**config.mk**
```make
export PLATFORM = sky130hd
export DESIGN_NAME = wavetable_sound_generator
export DESIGN_NICKNAME = d
export VERILOG_FILES = /design/src/design/wsg_pkg.sv /design/src/design/wsg_ram.sv /design/src/design/wsg_div.sv /design/src/design/wsg_ctrl.sv /design/src/design/wsg_dp.sv /design/src/design/wavetable_sound_generator.sv
export VERILOG_INCLUDE_DIRS = /design/src /design/src/design
export SDC_FILE = /design/constraint.sdc
export NUM_CORES = 2
export LEC_CHECK = 0
export ABC_AREA = 1
export BUFFER_PORTS_ARGS = -buffer_cell sky130_fd_sc_hd__buf_2
export CAP_MARGIN = 10
export CORE_UTILIZATION = 55
export CTS_CLUSTER_SIZE = 12
export DETAILED_ROUTE_END_ITERATION = 6
export PLACE_DENSITY = 0.76
export SLEW_MARGIN = 25
export SYNTH_ARGS = -nofsm -noshare
export SYNTH_HDL_FRONTEND = slang
export SYNTH_SLANG_ARGS = --single-unit
```
**constraint.sdc**
```tcl
create_clock -name clk -period 17.4 [get_ports clk]
set_input_delay 0.87 -clock clk [delete_from_list [all_inputs] [get_ports clk]]
set_output_delay 0.87 -clock clk [all_outputs]
set_load 0.005 [all_outputs]
```
**src/design/wavetable_sound_generator_macros.svh**
```systemverilog
// Assertion macros for the wavetable sound generator.
// Depends on signals named clk and rst_n in the including module.
`ifndef WAVETABLE_SOUND_GENERATOR_MACROS_SVH
`define WAVETABLE_SOUND_GENERATOR_MACROS_SVH
`ifndef SYNTHESIS
`define WSG_ASSERT_NOW(lbl, pre, post, msg) \
  lbl: assert property (@(posedge clk) disable iff (!rst_n) (pre) |-> (post)) else $error(msg);
`define WSG_ASSERT_NEXT(lbl, pre, post, msg) \
  lbl: assert property (@(posedge clk) disable iff (!rst_n) (pre) |=> (post)) else $error(msg);
`else
`define WSG_ASSERT_NOW(lbl, pre, post, msg)
`define WSG_ASSERT_NEXT(lbl, pre, post, msg)
`endif
`endif

```
**src/design/wsg_pkg.sv**
```systemverilog
// Shared types and constants of the wavetable sound generator.
// No dependencies.
package wsg_pkg;
  localparam int FRACTION_BITS_DEF = 22;
  localparam int NUM_CH = 5;
  localparam int CH_W = 3;
  localparam int RAM_DEPTH = 160;
  localparam int RAM_AW = 8;
  localparam int DIV_W = 32;

  localparam logic [1:0] FUNC_WRITE = 2'd0;
  localparam logic [1:0] FUNC_READ = 2'd1;
  localparam logic [1:0] FUNC_TICK = 2'd2;

  localparam logic [1:0] MODE_ORIG = 2'd0;
  localparam logic [1:0] MODE_COMPAT = 2'd1;
  localparam logic [1:0] MODE_EXT = 2'd2;

  localparam logic [1:0] CFG_CHIP_MODE = 2'd0;
  localparam logic [1:0] CFG_OUTPUT_STEP = 2'd1;
  localparam logic [1:0] CFG_CHIP_STEP = 2'd2;

  localparam logic [31:0] OUTPUT_STEP_RST = 32'd48695;
  localparam logic [31:0] CHIP_STEP_RST = 32'd1199;
  localparam logic [4:0] ENABLE_RST = 5'h1f;

  typedef struct packed {
    logic [1:0] func;
    logic [7:0] address;
    logic [7:0] write_data;
  } wsg_in_t;

  typedef struct packed {
    logic [7:0] read_data;
    logic [14:0] sample_out;
  } wsg_out_t;

  typedef struct packed {
    logic clr;
    logic latch;
    logic wr;
    logic mirror;
    logic div_start_p;
    logic div_store_p;
    logic rd_addr;
    logic rd_cap;
    logic mix_rd;
    logic mix_acc;
    logic ch_inc;
    logic ch_clr;
    logic rate;
    logic div_store_r;
    logic ph_mul;
    logic ph_add;
  } wsg_cmd_t;

  typedef struct packed {
    logic [1:0] func;
    logic clr_last;
    logic need_mirror;
    logic need_div;
    logic rate_lt;
    logic div_done;
    logic ch_last;
  } wsg_stat_t;
endpackage

```
**src/design/wsg_ram.sv**
```systemverilog
// Generic single-write, single-read RAM with registered read data.
// No dependencies.
module wsg_ram #(
  parameter int WIDTH = 8,
  parameter int DEPTH = 160
) (
  input  logic                     clk,
  input  logic                     we,
  input  logic [$clog2(DEPTH)-1:0] waddr,
  input  logic [WIDTH-1:0]         wdata,
  input  logic [$clog2(DEPTH)-1:0] raddr,
  output logic [WIDTH-1:0]         rdata
);
  logic [WIDTH-1:0] mem [DEPTH];

  always_ff @(posedge clk) begin
    if (we) begin
      mem[waddr] <= wdata;
    end
    rdata <= mem[raddr];
  end
endmodule

```
**src/design/wsg_div.sv**
```systemverilog
// Restoring divider, one quotient bit per cycle.
// No dependencies.
module wsg_div #(
  parameter int W = 32
) (
  input  logic         clk,
  input  logic         rst_n,
  input  logic         start,
  input  logic [W-1:0] dividend,
  input  logic [W-1:0] divisor,
  output logic         done,
  output logic [W-1:0] quotient,
  output logic [W-1:0] remainder
);
  localparam int CNT_W = $clog2(W);

  logic [W-1:0] quo_r, rem_r, dvs_r;
  logic [CNT_W-1:0] cnt_r;
  logic run_r, done_r;
  logic [W:0] shifted, diff;

  assign shifted = {rem_r, quo_r[W-1]};
  assign diff = shifted - {1'b0, dvs_r};

  always_ff @(posedge clk) begin
    if (!rst_n) begin
      run_r <= 1'b0;
      done_r <= 1'b0;
      cnt_r <= '0;
    end else begin
      done_r <= 1'b0;
      if (start) begin
        quo_r <= dividend;
        dvs_r <= divisor;
        rem_r <= '0;
        cnt_r <= '0;
        run_r <= 1'b1;
      end else if (run_r) begin
        if (!diff[W]) begin
          rem_r <= diff[W-1:0];
          quo_r <= {quo_r[W-2:0], 1'b1};
        end else begin
          rem_r <= shifted[W-1:0];
          quo_r <= {quo_r[W-2:0], 1'b0};
        end
        cnt_r <= cnt_r + 1'b1;
        if (cnt_r == CNT_W'(W - 1)) begin
          run_r <= 1'b0;
          done_r <= 1'b1;
        end
      end
    end
  end

  assign done = done_r;
  assign quotient = quo_r;
  assign remainder = rem_r;
endmodule

```
**src/design/wsg_ctrl.sv**
```systemverilog
// Sequencer of the wavetable sound generator.
// Depends on wsg_pkg.
module wsg_ctrl
  import wsg_pkg::*;
(
  input  logic      clk,
  input  logic      rst_n,
  input  logic      start,
  input  wsg_stat_t st,
  output wsg_cmd_t  cmd,
  output logic      busy,
  output logic      out_valid
);
  typedef enum logic [3:0] {
    S_CLEAR, S_IDLE, S_DECODE, S_WRITE, S_MIRROR, S_DIVP, S_READ, S_READ_CAP,
    S_MIX_RD, S_MIX_ACC, S_RATE, S_DIVR, S_PH_MUL, S_PH_ADD, S_OUT
  } state_t;

  state_t state_r, state_nxt;
  logic busy_r;

  always_comb begin
    state_nxt = state_r;
    cmd = '0;
    unique case (state_r)
      S_CLEAR: begin
        cmd.clr = 1'b1;
        if (st.clr_last) state_nxt = S_IDLE;
      end
      S_IDLE: begin
        if (start) begin
          cmd.latch = 1'b1;
          state_nxt = S_DECODE;
        end
      end
      S_DECODE: begin
        unique case (st.func)
          FUNC_WRITE: state_nxt = S_WRITE;
          FUNC_READ:  state_nxt = S_READ;
          FUNC_TICK:  state_nxt = S_MIX_RD;
          default:    state_nxt = S_OUT;
        endcase
      end
      S_WRITE: begin
        cmd.wr = 1'b1;
        if (st.need_mirror) begin
          state_nxt = S_MIRROR;
        end else if (st.need_div) begin
          cmd.div_start_p = 1'b1;
          state_nxt = S_DIVP;
        end else begin
          state_nxt = S_OUT;
        end
      end
      S_MIRROR: begin
        cmd.mirror = 1'b1;
        state_nxt = S_OUT;
      end
      S_DIVP: begin
        if (st.div_done) begin
          cmd.div_store_p = 1'b1;
          state_nxt = S_OUT;
        end
      end
      S_READ: begin
        cmd.rd_addr = 1'b1;
        state_nxt = S_READ_CAP;
      end
      S_READ_CAP: begin
        cmd.rd_cap = 1'b1;
        state_nxt = S_OUT;
      end
      S_MIX_RD: begin
        cmd.mix_rd = 1'b1;
        state_nxt = S_MIX_ACC;
      end
      S_MIX_ACC: begin
        cmd.mix_acc = 1'b1;
        if (st.ch_last) begin
          cmd.ch_clr = 1'b1;
          state_nxt = S_RATE;
        end else begin
          cmd.ch_inc = 1'b1;
          state_nxt = S_MIX_RD;
        end
      end
      S_RATE: begin
        cmd.rate = 1'b1;
        state_nxt = st.rate_lt ? S_DIVR : S_PH_MUL;
      end
      S_DIVR: begin
        if (st.div_done) begin
          cmd.div_store_r = 1'b1;
          state_nxt = S_PH_MUL;
        end
      end
      S_PH_MUL: begin
        cmd.ph_mul = 1'b1;
        state_nxt = S_PH_ADD;
      end
      S_PH_ADD: begin
        cmd.ph_add = 1'b1;
        if (st.ch_last) begin
          state_nxt = S_OUT;
        end else begin
          cmd.ch_inc = 1'b1;
          state_nxt = S_PH_MUL;
        end
      end
      S_OUT: state_nxt = S_IDLE;
      default: state_nxt = S_IDLE;
    endcase
  end

  always_ff @(posedge clk) begin
    if (!rst_n) begin
      state_r <= S_CLEAR;
      busy_r <= 1'b1;
    end else begin
      state_r <= state_nxt;
      busy_r <= (state_nxt != S_IDLE);
    end
  end

  assign busy = busy_r;
  assign out_valid = (state_r == S_OUT);
endmodule

```
**src/design/wsg_dp.sv**
```systemverilog
// Datapath: register map, wave RAM, channel state, mixer and rate converter.
// Depends on wsg_pkg, wsg_ram and wsg_div.
module wsg_dp
  import wsg_pkg::*;
#(
  parameter int FRACTION_BITS = FRACTION_BITS_DEF
) (
  input  logic        clk,
  input  logic        rst_n,
  input  wsg_in_t     in_data,
  input  logic        cfg_we,
  input  logic [1:0]  cfg_index,
  input  logic [31:0] cfg_wdata,
  input  wsg_cmd_t    cmd,
  output wsg_stat_t   st,
  output wsg_out_t    res
);
  localparam logic [DIV_W-1:0] INCR_NUM = DIV_W'(1) << (FRACTION_BITS + 1);

  logic [1:0] mode_r, mode;
  logic [31:0] out_step_r, chip_step_r, rate_time_r, cs;
  wsg_in_t in_r;
  wsg_out_t res_r;
  logic [11:0] period_r [NUM_CH];
  logic [3:0] vol_r [NUM_CH];
  logic [31:0] acc_r [NUM_CH];
  logic [31:0] incr_r [NUM_CH];
  logic [4:0] enable_r;
  logic [7:0] deform_r;
  logic [CH_W-1:0] ch_r, wr_ch;
  logic [RAM_AW-1:0] clr_r;
  logic [31:0] n_r, prod_r;

  logic [7:0] a;
  logic wr_wave, wr_mirror, wr_fv, wr_deform, fv_period;
  logic [11:0] new_period, p_eff;
  logic [2:0] vol_idx;
  logic rd_is_wave;
  logic [RAM_AW-1:0] rd_wave_addr, ram_waddr, ram_raddr;
  logic [7:0] rd_byte, fv_byte, ram_q;
  logic ram_we;
  logic [11:0] mix_prod;
  logic rate_lt, div_start, div_done;
  logic [DIV_W-1:0] div_a, div_b, div_q, div_rem;

  assign mode = (mode_r == MODE_EXT || mode_r == MODE_COMPAT) ? mode_r : MODE_ORIG;
  assign a = in_r.address;
  assign wr_ch = a[3:1];
  assign vol_idx = 3'(a[3:0] - 4'd10);
  assign fv_period = (a[3:0] < 4'd10);
  assign cs = (chip_step_r == 32'd0) ? 32'd1 : chip_step_r;
  assign rate_lt = (rate_time_r < out_step_r);

  always_comb begin
    wr_wave = 1'b0;
    wr_mirror = 1'b0;
    wr_fv = 1'b0;
    wr_deform = 1'b0;
    if (mode == MODE_EXT) begin
      wr_wave = (a < 8'hA0);
      wr_fv = (a[7:5] == 3'b101);
      wr_deform = (a[7:5] == 3'b110);
    end else begin
      wr_wave = !a[7];
      wr_mirror = !a[7] && (a[6:5] == 2'b11);
      wr_fv = (a[7:5] == 3'b100);
      wr_deform = (mode == MODE_ORIG) ? (a[7:5] == 3'b111) : (a[7:5] == 3'b110);
    end
  end

  always_comb begin
    new_period = 12'd0;
    if (fv_period) begin
      if (a[0]) new_period = {in_r.write_data[3:0], period_r[wr_ch][7:0]};
      else new_period = {period_r[wr_ch][11:8], in_r.write_data};
    end
    p_eff = new_period;
    if (deform_r[1]) p_eff = p_eff & 12'h0FF;
    if (deform_r[0]) p_eff = p_eff >> 8;
  end

  always_comb begin
    if (fv_period) begin
      fv_byte = a[0] ? {4'd0, period_r[wr_ch][11:8]} : period_r[wr_ch][7:0];
    end else if (a[3:0] < 4'd15) begin
      fv_byte = {4'd0, vol_r[vol_idx]};
    end else begin
      fv_byte = {3'd0, enable_r};
    end
  end

  always_comb begin
    rd_is_wave = 1'b0;
    rd_wave_addr = {3'd4, a[4:0]};
    rd_byte = 8'hFF;
    if (!a[7]) begin
      rd_is_wave = 1'b1;
      rd_wave_addr = a;
    end else if (mode == MODE_ORIG || a >= 8'hE0) begin
      rd_byte = 8'hFF;
    end else if (a >= 8'hC0) begin
      rd_byte = deform_r;
    end else if (mode == MODE_COMPAT) begin
      if (a < 8'hA0) rd_byte = fv_byte;
      else rd_is_wave = 1'b1;
    end else begin
      if (a < 8'hA0) rd_is_wave = 1'b1;
      else rd_byte = fv_byte;
    end
  end

  assign ram_we = cmd.clr || (cmd.wr && wr_wave) || cmd.mirror;
  assign ram_waddr = cmd.clr ? clr_r : (cmd.mirror ? {3'd4, a[4:0]} : a);
  assign ram_raddr = cmd.mix_rd ? {ch_r, acc_r[ch_r][FRACTION_BITS +: 5]} : rd_wave_addr;

  wsg_ram #(.WIDTH(8), .DEPTH(RAM_DEPTH)) u_ram (
    .clk(clk), .we(ram_we), .waddr(ram_waddr),
    .wdata(cmd.clr ? 8'd0 : in_r.write_data),
    .raddr(ram_raddr), .rdata(ram_q)
  );

  assign div_start = cmd.div_start_p || (cmd.rate && rate_lt);
  assign div_a = cmd.rate ? (out_step_r - rate_time_r) : INCR_NUM;
  assign div_b = cmd.rate ? cs : DIV_W'(p_eff) + DIV_W'(1);

  wsg_div #(.W(DIV_W)) u_div (
    .clk(clk), .rst_n(rst_n), .start(div_start), .dividend(div_a), .divisor(div_b),
    .done(div_done), .quotient(div_q), .remainder(div_rem)
  );

  assign mix_prod = ram_q * vol_r[ch_r];

  always_ff @(posedge clk) begin
    if (!rst_n) begin
      mode_r <= MODE_ORIG;
      out_step_r <= OUTPUT_STEP_RST;
      chip_step_r <= CHIP_STEP_RST;
      rate_time_r <= '0;
      enable_r <= ENABLE_RST;
      deform_r <= '0;
      ch_r <= '0;
      clr_r <= '0;
      for (int i = 0; i < NUM_CH; i++) begin
        period_r[i] <= '0;
        vol_r[i] <= '0;
        acc_r[i] <= '0;
        incr_r[i] <= '0;
      end
    end else begin
      if (cfg_we) begin
        case (cfg_index)
          CFG_CHIP_MODE:   mode_r <= cfg_wdata[1:0];
          CFG_OUTPUT_STEP: out_step_r <= cfg_wdata;
          CFG_CHIP_STEP:   chip_step_r <= cfg_wdata;
          default: ;
        endcase
      end
      if (cmd.clr) clr_r <= clr_r + 1'b1;
      if (cmd.latch || cmd.ch_clr) ch_r <= '0;
      else if (cmd.ch_inc) ch_r <= ch_r + 1'b1;
      if (cmd.wr) begin
        if (wr_deform) deform_r <= in_r.write_data;
        if (wr_fv) begin
          if (fv_period) begin
            period_r[wr_ch] <= new_period;
            if (deform_r[5]) acc_r[wr_ch] <= '0;
            if (p_eff <= 12'd8) incr_r[wr_ch] <= '0;
          end else if (a[3:0] < 4'd15) begin
            vol_r[vol_idx] <= in_r.write_data[3:0];
          end else begin
            enable_r <= in_r.write_data[4:0];
          end
        end
      end
      if (cmd.div_store_p) incr_r[wr_ch] <= div_q;
      if (cmd.rate && !rate_lt) begin
        rate_time_r <= rate_time_r - out_step_r;
        n_r <= '0;
      end
      if (cmd.div_store_r) begin
        n_r <= (div_rem != '0) ? div_q + 32'd1 : div_q;
        rate_time_r <= (div_rem != '0) ? cs - div_rem : 32'd0;
      end
      if (cmd.ph_mul) prod_r <= 32'(n_r * incr_r[ch_r]);
      if (cmd.ph_add) acc_r[ch_r] <= acc_r[ch_r] + prod_r;
    end
  end

  always_ff @(posedge clk) begin
    if (cmd.latch) begin
      in_r <= in_data;
      res_r <= '0;
    end
    if (cmd.rd_cap) res_r.read_data <= rd_is_wave ? ram_q : rd_byte;
    if (cmd.mix_acc && enable_r[ch_r]) res_r.sample_out <= res_r.sample_out + 15'(mix_prod);
  end

  assign st.func = in_r.func;
  assign st.clr_last = (clr_r == RAM_AW'(RAM_DEPTH - 1));
  assign st.need_mirror = wr_mirror;
  assign st.need_div = wr_fv && fv_period && (p_eff > 12'd8);
  assign st.rate_lt = rate_lt;
  assign st.div_done = div_done;
  assign st.ch_last = (ch_r == CH_W'(NUM_CH - 1));
  assign res = res_r;
endmodule

```
**src/design/wavetable_sound_generator.sv**
```systemverilog
// Top level of the five-channel wavetable sound generator.
// Depends on wsg_pkg, wsg_ctrl, wsg_dp and the assertion macro header.
//
// Usage: drive in_data and raise start; the command transfers at a clock edge where
// start is high and busy is low. Commands are register writes, register reads and
// sample ticks. Each command yields exactly one result on out_data, shown for one
// cycle with out_valid high; the receiver cannot stall it.
// The route from transfer to result depends on the command: the unused function code,
// a write, a wave-four mirrored write, a period write (which waits on the shared
// divider), a read, and a sample tick (five RAM reads, an optional divide for the rate
// converter, five multiply-add steps) each pass through their own sequencer states.
// One command is in flight at a time; busy returns low the cycle after the result, so
// the next transfer can come only after the result cycle.
// Reset is synchronous, active low. After reset the block clears all 160 wave RAM
// entries, one entry a cycle, with busy high. Configuration writes through cfg_we,
// cfg_index and cfg_wdata take effect at once; the user must make them only while
// idle, as the block itself does not enforce this.
`include "wavetable_sound_generator_macros.svh"
module wavetable_sound_generator
  import wsg_pkg::*;
#(
  parameter int FRACTION_BITS = FRACTION_BITS_DEF
) (
  input  logic        clk,
  input  logic        rst_n,
  input  logic        start,
  output logic        busy,
  input  wsg_in_t     in_data,
  output logic        out_valid,
  output wsg_out_t    out_data,
  input  logic        cfg_we,
  input  logic [1:0]  cfg_index,
  input  logic [31:0] cfg_wdata
);
  wsg_cmd_t cmd;
  wsg_stat_t st;

  wsg_ctrl u_ctrl (
    .clk(clk), .rst_n(rst_n), .start(start), .st(st), .cmd(cmd),
    .busy(busy), .out_valid(out_valid)
  );

  wsg_dp #(.FRACTION_BITS(FRACTION_BITS)) u_dp (
    .clk(clk), .rst_n(rst_n), .in_data(in_data), .cfg_we(cfg_we),
    .cfg_index(cfg_index), .cfg_wdata(cfg_wdata), .cmd(cmd), .st(st), .res(out_data)
  );

  `WSG_ASSERT_NEXT(a_accept_busy, start && !busy, busy, "busy not raised after transfer")
  `WSG_ASSERT_NEXT(a_strobe_once, out_valid, !out_valid, "result strobe longer than one cycle")
  `WSG_ASSERT_NOW(a_result_busy, out_valid, busy, "result shown while idle")
  `WSG_ASSERT_NOW(a_one_field, out_valid,
                  out_data.read_data == 8'd0 || out_data.sample_out == 15'd0,
                  "both result fields nonzero")
endmodule
```
[Word-level counts from Yosys, hierarchy flattened]
Memories as Yosys holds them, arrays and structs flattened. A register that Yosys moved wholly into a read port is not among the register bits.
Cells that the tools add are included.
Word-level totals
  bits of input ports: 56
  word-level logic and storage cells: 272
  register bits: 335
  memories: 5
  bits in writable memories: 1680
Cells by class
  eq/ne operators: 31
  reduce and logical (&&, ||, !) cells: 44
  mux-type cells: 141
  add/sub/neg operators: 12
  bitwise operators: 5
  multipliers: 2
  order comparisons: 9
Memories
  u_dp.u_ram.mem: words 160, width 8, read ports 1, clocked after Yosys merged registers in 1, write ports 1, RTL line wsg_ram.sv:14  | logic [WIDTH-1:0] mem [DEPTH];
  u_dp.acc_r: words 5, width 32, read ports 1, clocked after Yosys merged registers in 1, write ports 5, RTL line wsg_dp.sv:26  | logic [31:0] acc_r [NUM_CH];
  u_dp.incr_r: words 5, width 32, read ports 1, clocked after Yosys merged registers in 1, write ports 5, RTL line wsg_dp.sv:27  | logic [31:0] incr_r [NUM_CH];
  u_dp.period_r: words 5, width 12, read ports 1, clocked after Yosys merged registers in 1, write ports 5, RTL line wsg_dp.sv:24  | logic [11:0] period_r [NUM_CH];
  u_dp.vol_r: words 5, width 4, read ports 2, clocked after Yosys merged registers in 1, write ports 5, RTL line wsg_dp.sv:25  | logic [3:0] vol_r [NUM_CH];
Operator list (count)
  $mux W32: 17
  $mux W8: 15
  $reduce_or A32 Y1: 3
  $sub A32 B32 Y32: 3
  $mux W1: 75
  $mux W12: 5
  $pmux W4 S13: 1
  $mux W3: 13
  $sub A33 B32 Y33: 1
  $add A32 B1 Y32 const B: 1
  $add A32 B32 Y32: 1
  $logic_not A32 Y1: 1
  $lt A32 B32 Y1: 1
  $mul A32 B32 Y32: 1
  $reduce_bool A32 Y1: 1
  $eq A4 B4 Y1 const B: 7
  $mux W4: 7
  $mux W23: 1
  $eq A4 B3 Y1 const B: 4
  $ge A8 B8 Y1 const B: 2
  $reduce_and A2 Y1: 8
  $add A15 B12 Y15: 1
  $eq A3 B3 Y1 const B: 5
  $mux W15: 1
  other kinds (35): 69

[Logic depth before layout (Yosys ltp)]
  depth after elaboration: 14
  gate-level depth with buffers: 41

[Modules after synthesis]
Synthesis repeated with hierarchy kept, for this count alone.
Unflattened totals
  cell total of the unflattened synthesis: 11800
  area total of the unflattened synthesis: 113880.5 µm²
Modules (own cells, without submodules)
  wsg_dp: cells an instance 6438, instances 1, area each 54128.2 µm², sequential area each 22231.3 µm²
  wsg_ram: cells an instance 4298, instances 1, area each 52300.2 µm², sequential area each 38597.0 µm²
  wsg_div: cells an instance 961, instances 1, area each 6936.7 µm², sequential area each 3022.9 µm²
  wsg_ctrl: cells an instance 103, instances 1, area each 515.5 µm², sequential area each 100.1 µm²

[Worst setup path before layout]
Ideal clock, no wire load.
  kind: flip-flop to flip-flop
  start: register (tool-made name)
  end: register u_dp.prod_r[25], data pin
  path buffers: 5
  setup slack: 10117 ps
  data arrival time: 7030 ps
  stages on the path, launching flop included: 31
  cell sequence: dfxtp_1 > buf_6 > inv_4 > buf_4 > buf_2 > buf_2 > o21ai_0 > o211ai_1 > nand2_1 > clkbuf_1 > nor2_1 > fa_1 > inv_1 > fa_1 > fa_1 > fa_1 > inv_1 > fa_1 > inv_1 > fa_1 > inv_1 > fa_1 > fa_1 > ha_1 > nand2_1 > o21ai_0 > a21boi_0 > o21ai_0 > nand3_1 > nand3_1 > nand2_1
RTL lines
  to (signal assigned): RTL line wsg_dp.sv:184  | if (cmd.ph_mul) prod_r <= 32'(n_r * incr_r[ch_r]);
  to (decl): RTL line wsg_dp.sv:32  | logic [31:0] n_r, prod_r;

==> flow_summary.json <==
{
  "dieArea_um2": 212000,
  "hold_viol": 0,
  "die_h_um": 460,
  "ios": 81,
  "yosysWarnings": 0,
  "cts_tree": "yes",
  "fin_tns_setup_ns": 0,
  "criticalPathCategory": "flip-flop to flip-flop",
  "die-width_um": 460,
  "p_clk_share_pct": 27.1,
  "synth_xor_area_share_pct": 0.736,
  "path_common_cell": "fa_1",
  "track_usage_pct": 32.0,
  "detail-route-antenna-nets": 0,
  "cts_buffer_depth": 3,
  "grt_max_degree": 224,
  "start_util_pct": 55.6,
  "async_reset_ff_share_pct": 0,
  "synth_compound_area_share_pct": 7.47,
  "stdcell_count": 15000,
  "switching_share_pct": 37.7,
  "vias": 88100,
  "hold_slack_ns": 0.193,
  "run_status": "finished, violations left",
  "slew_headroom_pct": 24.0,
  "layout_min_cycle_time_ns": 9.22,
  "cts_made_buffers": 224,
  "ys_types": 62,
  "max-vdd-ir-drop_uv": 223,
  "avgRoutedWirePerCell_um": 22.9,
  "syn_area_per_cell_um2": 9.49,
  "antenna_found_initial": 18,
  "grt_pass1_vias": 84300,
  "fin_util_pct": 60.1,
  "setup_viol": 0,
  "hpwl_um": 222000,
  "synth_edf_count": 2031,
  "critPathBufInv": 8,
  "synthToLayoutAreaGrowth_pct": 8.16,
  "yosysSeqAreaShare_pct": 55.4,
  "grt_pass1_wl_um": 513000,
  "critical_path_arrival_ns": 9.85,
  "cpPeakStageDelay_ns": 0.72,
  "p_int_uw": 10600,
  "pwr_density_cell_nw_per_um2": 136,
  "tightest_slew_ns": 1.14,
  "drive_gt1_share_pct": 5.03,
  "place_area_um2": 118000,
  "clkTransAtPathRegs_ns": 0.07,
  "critPathMaxFanout": 58,
  "cts_htree_levels": 4,
  "drc": 8,
  "synth_seq_cells": 2179,
  "gp_congestion": 0.995,
  "synth_mux_area_share_pct": 0.0174,
  "coreArea_um2": 208000,
  "synth-simple-area-share_pct": 19.8,
  "rsz0062_at_grt": "false",
  "clock_sinks": 2179,
  "gr-total-overflow": 0,
  "clock_latency_ns": 0.91,
  "vias_per_cell": 5.89,
  "fin_crit_sh_pct": 53.0,
  "crit_slowest_cell": "buf_4",
  "start_kind": "flip-flop",
  "fin_nets": 12700,
  "dr.first_iter.drc_count": 11300,
  "sequentialPowerShare_pct": 40.1,
  "min_path_type": "primary input to flip-flop",
  "p_switching_uw": 6390,
  "failed_checks": "design-rule violations",
  "max_cap_violations": 0,
  "ctsHoldBuffers": 0,
  "post-cts-setup-buffer-count": 0,
  "num_rows": 167,
  "clockRootBuffer": "clkbuf_16",
  "power.leakage_uw": 0.0510,
  "drtPass1Iterations": 7,
  "mappedNetlistArea_um2": 115000,
  "slew_viol_final": 0,
  "fin_skew_ns": 0.0715,
  "fillCellCount": 17200,
  "synth_adder_area_share_pct": 8.46,
  "critPathTopFamily": "adder cells",
  "synthFlopType": "edfxtp_1",
  "synth_top_family_by_area": "simple AND/OR/NAND/NOR gates",
  "routed_wl_um": 342000,
  "p_comb_share_pct": 32.8,
  "end_kind": "flip-flop",
  "syn-instance-count": 12200,
  "stdcell_area_um2": 125000,
  "max_freq_ghz": 0.108,
  "port_buffers": 80,
  "dp_cells": 14600,
  "ctsResizeCount": 0,
  "worstPathRequired_ns": 18.03
}
layout by cell type, fill, tap and decap left out, types with 35 or more instances in the layout:
master     Yosys  final
xor2_1        62     62
o221ai_1      75     75
clkinv_1      13     48
clkbuf_1     332     74
nor3_1        71     68
o211ai_1      82     82
o21ai_1       60     58
buf_4         33    100
nand3_1     1294   1294
inv_1       1709   1704
nand4_1       38     38
a21oi_1      394    394
ha_1         295    295
xnor2_1       35     35
a31oi_1       41     41
o21ai_0      698    693
dfxtp_1      148    145
o22ai_1       47     47
edfxtp_1    2031   2031
clkbuf_16      0    227
nand3b_1     124    124
conb_1         1     36
nor2_1      1678   1663
fa_1         303    303
nand2_1     2100   2092
buf_2        198     79
worst register-to-register path: cells and delay by family, from the launching register on:
family	cells	cell delay [ns]
buf+inv	8	1.87
simple gates	13	2.42
fa+ha+maj	9	4.40
flops	1	0.31
cell usage after synthesis (124+ instances only):
| cell | instances | area (um^2) |
|---|---|---|
| nand2_1 | 2100 | 7880 |
| edfxtp_1 | 2031 | 61000 |
| inv_1 | 1709 | 6410 |
| nor2_1 | 1678 | 6300 |
| nand3_1 | 1294 | 6480 |
| o21ai_0 | 698 | 3490 |
| a21oi_1 | 394 | 1970 |
| clkbuf_1 | 332 | 1250 |
| fa_1 | 303 | 6070 |
| ha_1 | 295 | 3690 |
| buf_2 | 198 | 991 |
| dfxtp_1 | 148 | 2960 |
| nand3b_1 | 124 | 931 |
cell families (layout without fill, tap and decap cells):
family,Yosys count,after routing
AND/OR/NAND/NOR,5406,5406
AO/OA/AOI/OAI,1523,1523
buffers and inverters,2355,2316
flip-flops,2179,2179
adder cells (fa/ha/maj),598,598
other,1,42
XOR/XNOR,97,97
multiplexers,2,2
stage by stage:
step                setup slack [ns]  total power (uW)
global placement                8.04             12200
floorplan                      10.12             10400
global route                    7.76             17600
CTS                             8.03             16900
detailed placement              8.01             12300
finish                          8.18             17000
path summary, 6_finish.rpt:
kind,from,end,slack (ns),cells past startpoint
setup / recovery,flip-flop,u_dp.prod_r[26]$_DFFE_PP_,8.18,30
hold reg to reg,u_dp.out_step_r[31]$_SDFFE_PN0P_,u_dp.out_step_r[31]$_SDFFE_PN0P_,0.47,2
setup reg to reg,flip-flop,u_dp.prod_r[26]$_DFFE_PP_,8.18,30
hold / removal,in_data[2],u_dp.in_r[2]$_DFFE_PP_,0.19,1
flip-flops by register name, indices dropped and copies added (netlist names), 23 cells and up, named ones only:
signal,count
u_dp.acc_r,216
u_dp.chip_step_r,32
u_dp.incr_r,216
u_dp.n_r,27
u_dp.out_step_r,32
u_dp.period_r,96
u_dp.prod_r,27
u_dp.rate_time_r,32
u_dp.res,23
u_dp.u_div.dvs_r,32
u_dp.u_div.quotient,32
u_dp.u_div.remainder,32
u_dp.u_ram.mem,1280
u_dp.vol_r,32
power groups by stage:
stage                     registers (uW)  logic, uW  clock network, uW
final                               6800       5570               4590
after global routing                6820       6000               4810
after CTS                           6800       5440               4620
after detailed placement            6910       5420                  0
after global placement              6900       5290                  0
after floorplan                     6970       3420                  0
metal layers:
metal / share of wire, % / GRT usage (%)
met3: 10 / 6.21
met4: 4.7 / 13.7
met5: 0.0038 / 0
met2: 45 / 48.7
met1: 40 / 44.8
layout make-up:
type	count	area, um^2	area share [%]
multi-input combinational	7662	42500	34.0
clock buffer	308	6050	4.85
timing repair buffer	189	1380	1.10
antenna	6	15.0	0.0120
inverter	1742	6560	5.26
tap	2788	3490	2.80
sequential	2179	64000	51.3
clock inverter	77	861	0.690
Power figures use the tool's default switching activity.
